<file path="src/design/wfm_queue.sv">
module wfm_queue #(
  parameter int WIDTH = 8,
  parameter int DEPTH = 4
) (
  input  logic                       clk_i,
  input  logic                       rst_ni,
  input  logic                       push_i,
  input  logic [WIDTH-1:0]           wdata_i,
  input  logic                       pop_i,
  output logic [WIDTH-1:0]           rdata_o,
  output logic                       empty_o,
  output logic [$clog2(DEPTH+1)-1:0] count_o
);

  localparam int PW = (DEPTH > 1) ? $clog2(DEPTH) : 1;
  localparam int CW = $clog2(DEPTH + 1);

  logic [WIDTH-1:0] buf_q [DEPTH];
  logic [PW-1:0]    wptr_q, rptr_q;
  logic [CW-1:0]    count_q;

  function automatic logic [PW-1:0] bump(input logic [PW-1:0] p);
    return (p == PW'(DEPTH - 1)) ? '0 : p + PW'(1);
  endfunction

  always_ff @(posedge clk_i or negedge rst_ni) begin
    if (!rst_ni) begin
      wptr_q  <= '0;
      rptr_q  <= '0;
      count_q <= '0;
    end else begin
      if (push_i) wptr_q <= bump(wptr_q);
      if (pop_i) rptr_q <= bump(rptr_q);
      if (push_i && !pop_i) count_q <= count_q + CW'(1);
      else if (pop_i && !push_i) count_q <= count_q - CW'(1);
    end
  end

  always_ff @(posedge clk_i) begin
    if (push_i) buf_q[wptr_q] <= wdata_i;
  end

  assign rdata_o = buf_q[rptr_q];
  assign empty_o = (count_q == '0);
  assign count_o = count_q;

endmodule

</file>
<file path="config.mk">
export PLATFORM = sky130hd
export DESIGN_NAME = wfm_queue
export DESIGN_NICKNAME = d
export VERILOG_FILES = /design/src/design/wfm_queue.sv
export SDC_FILE = /design/constraint.sdc
export NUM_CORES = 1
export LEC_CHECK = 0
export BUFFER_PORTS_ARGS = -buffer_cell sky130_fd_sc_hd__buf_2
export CAP_MARGIN = 30
export CORE_MARGIN = 2
export CORE_UTILIZATION = 45
export CTS_BUF_LIST = sky130_fd_sc_hd__clkbuf_8
export CTS_CLUSTER_DIAMETER = 100
export DETAILED_ROUTE_END_ITERATION = 6
export GPL_ROUTABILITY_DRIVEN = 0
export PLACE_DENSITY = 0.68
export REMOVE_ABC_BUFFERS = 1
export SYNTH_ARGS = -nofsm -noshare
export SYNTH_HDL_FRONTEND = slang
export SYNTH_SLANG_ARGS = --single-unit
</file>
<file path="constraint.sdc">
create_clock -name clk_i -period 1.4 [get_ports clk_i]
set_clock_uncertainty 0.2 [all_clocks]
set_input_delay 0.07 -clock clk_i [delete_from_list [all_inputs] [get_ports clk_i]]
set_output_delay 0.07 -clock clk_i [all_outputs]
set_load 0.01 [all_outputs]
</file>
# After elaboration in Yosys (flattened, before gate mapping)
# Memories as Yosys holds them, arrays and structs flattened.
# Cells that the tools add are included.
# word_totals
reg_bits	7
inputBits	12
mem_bits_rw	32
output_inout_bits	12
mem_count	1
# classes
n_reduce_logical	6
n_addsub	4
mux	6
n_eq_ne	2
# memory_table
memory	words	width	rd	rd_clocked_by_memory_dff	wr	line	source
buf_q	4	8	1	0	1	18	logic [WIDTH-1:0] buf_q [DEPTH];
# op_table
operator	count
2-to-1 mux 3 bit	2
adder 2 x 1 -> 2 bit (second input constant)	2
== test 2 bit (second input constant)	2
2-to-1 mux 2 bit	2
adder 3 x 1 -> 3 bit (second input constant)	1
zero test 3 bit	1
subtractor 3 x 1 -> 3 bit (second input constant)	1
logical AND 1 bit	2
zero test 1 bit	2
2-to-1 mux 1 bit	2
nonzero test 2 bit	1

# Logic depth before layout (Yosys ltp)
# logic_depth
depth_word	4
depth_mapped	7
depth_no_buf	7

# Worst setup path before layout
# No wires, ideal clock.
# synth_timing
path_kind	reg-to-reg
from	reg count_q[0], in the netlist count_o[0]
to	reg count_q[2], in the netlist count_o[2]
required_ps	1121
setup_time_ps	79
arrival_time_ps	1259
synth_period_minus_slack_ps	1538
slack_ps	-138
stages_incl_launch_ff	5
cell_sequence	dfrtp_1 fa_1 xor2_1 nor2_1 xor2_1
# synth_via
elab_chain_len	3
# synth_lines
element	line	source
from (decl)	20	logic [CW-1:0] count_q;
from (signal assigned)	34	if (push_i && !pop_i) count_q <= count_q + CW'(1);
from (signal assigned)	35	else if (pop_i && !push_i) count_q <= count_q - CW'(1);
subtractor 3 x 1 -> 3 bit	35	
2-to-1 mux 3 bit	35	
2-to-1 mux 3 bit *	34	
# Mark *: on every way between the ends. The rest lies on a longest branch, timed or not. The select of a mux whose other input is x is not followed.
# A chain may end at the register's enable or synchronous reset.

# Final worst setup path
# layout_timing
from	reg rptr_q[0]
to	out rdata_o[0]
# layout_via
elab_chain_len	1
# layout_lines
element	line	source
from (decl)	19	logic [PW-1:0] wptr_q, rptr_q;
from (signal assigned)	33	if (pop_i) rptr_q <= bump(rptr_q);
memory (4 x 8 bit)	-	
to (decl)	10	output logic [WIDTH-1:0] rdata_o,
# Every way passes these cells.

==> flow_summary.yaml <==
run_status:
  outcome: "complete, but fails checks"
  violations: "negative setup slack"
setup_path:
  cpPeakStageDelay_ps: 500
  cp-start-kind: "flop"
  crit_buf_inv: 2
  worst-setup-path-type: "flop to output pin"
  cp_top_family: "multiplexers"
  crit_start: "rptr_q[0]$_DFFE_PN0P_"
  cp_max_fo: 4
  worst_path_max_delay_cell: "mux4_2"
  crit_chain: "buf_4 > mux4_2 > buf_2"
  cp.required_ps: 1130
  endpoint_kind: "output pin"
  r2r-start: "count_o[1]$_DFFE_PN0P_"
  r2r_slack_ps: -90
  cp.arrival_ps: 1480
finish:
  diodes: 0
  fin_util: 0.681
  fin_nets: 162
  layout-drive-gt1-share: 0.542
  area_delta_synth_final_pct: 45.5
  final_area_um2: 2270
clock_tree:
  htreeDepth: 2
  tritoncts: "done"
  cts_root_buf: "clkbuf_8"
  cts_buffers: 5
  clock_path_buffers: 2
  clock_latency_ps: 280
  cts.sinks: 39
  clk_pin_slew_ps: 70
floorplanning:
  fp-row-count: 21
  start_util: 0.468
  fp.coreArea_um2: 3340
  die_h_um: 62.9
  die_w_um: 62.9
  dieArea_um2: 3960
  ioPinCount: 24
pwr:
  peakVddDrop_uv: 924
  leakagePower_nw: 0.893
  power_density_nw_per_um2: 1900
global_route:
  antenna_found_initial: 0
  grt_pass1_vias: 979
  grt_max_degree: 14
  grt_usage: 0.163
  gr-total-overflow: 0
  grt_pass1_wl_um: 4770
place:
  port-buffer-count: 23
  placed_area_um2: 1870
  place_ws_ps: -181
  hpwlAfterDp_um: 1900
timing:
  fmax_mhz: 571
  rsz0062_at_grt: "true"
  final_hold_viol_count: 0
  period_needed_ps: 1750
  period_share: 1.25
  fin_ws_ps: -352
  relSlewSlack: 0.756
  timing.hold.ws_ps: 48.0
  worst_slew_pin_slew_ps: 365
  setup_viol: 26
  drv_slew: 0
yosys:
  async_reset_ff_frac: 0.179
  yosysWarnings: 0
  synth_area_um2: 1560
  synth_ff_type: "edfxtp_1"
  synthCells: 78
  syn_area_per_cell_um2: 20.0
  synth_seq_cells: 39
  synth_edf_count: 32
  ys_types: 17
  ys_seq_area_frac: 0.727
routing:
  num_vias: 901
  routed_wl_um: 2800
  drc: 0
  post_drt_wl_per_cell_um: 14.7
  firstDrtPassIters: 4
  first_iter_violations: 33
  ant_nets: 0
  viasPerCell: 4.74
job:
  maxCapViolCount: 0
hold_path:
  hold_start: "push_i"
  hp-class: "primary input to flop"
## where the power goes
group          internal, mW  switching [mW]  total [mW]  leakage [nW]
combinational          1.01           0.738        1.74         0.459
sequential             1.53           0.146        1.67         0.376
clock                 0.530           0.379       0.909        0.0581
total                  3.06            1.26        4.33         0.893
## path summary, 6_finish.rpt
path,endpoint,depth (start not counted)
setup / recovery,rdata_o[0],3
hold / removal,count_o[1]$_DFFE_PN0P_,3
setup reg to reg,count_o[2]$_DFFE_PN0P_,4
hold reg to reg,count_o[2]$_DFFE_PN0P_,1
max in group asynchronous,wptr_q[0]$_DFFE_PN0P_,3
min in group asynchronous,rptr_q[1]$_DFFE_PN0P_,3
## sequential cells by signal, indices dropped and copies added, names as in the netlist
name	count
buf_q	32
count_o	3
rptr_q	2
wptr_q	2
## synth_stat cells (all sizes together) (2+ instances only)
master   n  area, um2
buf      2       16.3
dfrtp    7        175
ha       6       75.1
mux2     3       33.8
o21ai    2       10.0
inv      5       18.8
nor2     2       7.51
and2     4       25.0
xor2     2       17.5
mux4     8        180
edfxtp  32        961
## stage by stage
stage	TNS [ps]	instances	total power, mW
4_1_cts	-3060	186	4.18
6_report	-2980	190	4.33
5_1_grt	-4220	190	4.60
3_5_place_dp	-1490	162	3.08
3_3_place_gp	-558	162	3.02
2_1_floorplan	-1100	76	2.40
## kinds of logic (layout without fill, tap and decap cells)
logic type               count (synthesis)  in the layout  share of synthesized area
flip-flops                              39             39                      0.727
multiplexers                            11             11                      0.137
AND/OR/NAND/NOR                          9              9                     0.0296
adder cells (fa/ha/maj)                  7              7                     0.0608
buffers and inverters                    7             73                     0.0224
XOR/XNOR                                 3              3                     0.0168
AO/OA/AOI/OAI                            2              2                    0.00641
## per-layer routing
| metal | vias to the layer above | part of all wire | track usage |
|---|---|---|---|
| met5 | - | 0 | 0 |
| li1 | 427 | - | - |
| met4 | 0 | 0.0029 | 0.0667 |
| met3 | 2 | 0.020 | 0.0324 |
| met2 | 12 | 0.55 | 0.270 |
| met1 | 460 | 0.43 | 0.209 |
## layout make-up
| class | instances | area (um2) |
|---|---|---|
| fill | 232 | 1060 |
| timing repair buffer | 60 | 489 |
| clock inverter | 3 | 43.8 |
| tap | 46 | 57.6 |
| clock buffer | 5 | 68.8 |
| inverter | 5 | 21.3 |
| sequential | 39 | 1140 |
| multi-input combinational | 32 | 455 |
## layout by cell type, fill, tap and decap left out, types with 2 or more instances in the layout
master	n
inv_1	3
mux4_2	8
xor2_1	2
ha_1	2
buf_12	2
nor2_1	2
edfxtp_1	32
buf_6	9
dlygate4sd3_1	14
buf_4	13
mux2_2	3
dfrtp_1	6
clkbuf_8	5
o21ai_0	2
and2_4	4
ha_4	3
buf_2	22
## worst min-delay path: cells and delay by family
kind	cells	cell delay [ps]
muxes	1	160
adders and majority gates	1	170
buffers and inverters	1	100
## what timing repair did
item / CTS / global route
setup endpoints to repair: 41 / 44
endpoints found under the hold margin: 44 / 0
buffers inserted: 2 / 4
cloned: 0 / 0
pin swaps: 3 / 4
hold buffers: 14 / 0
resized for setup: 13 / 14
(Power assumes the default switching activity.)
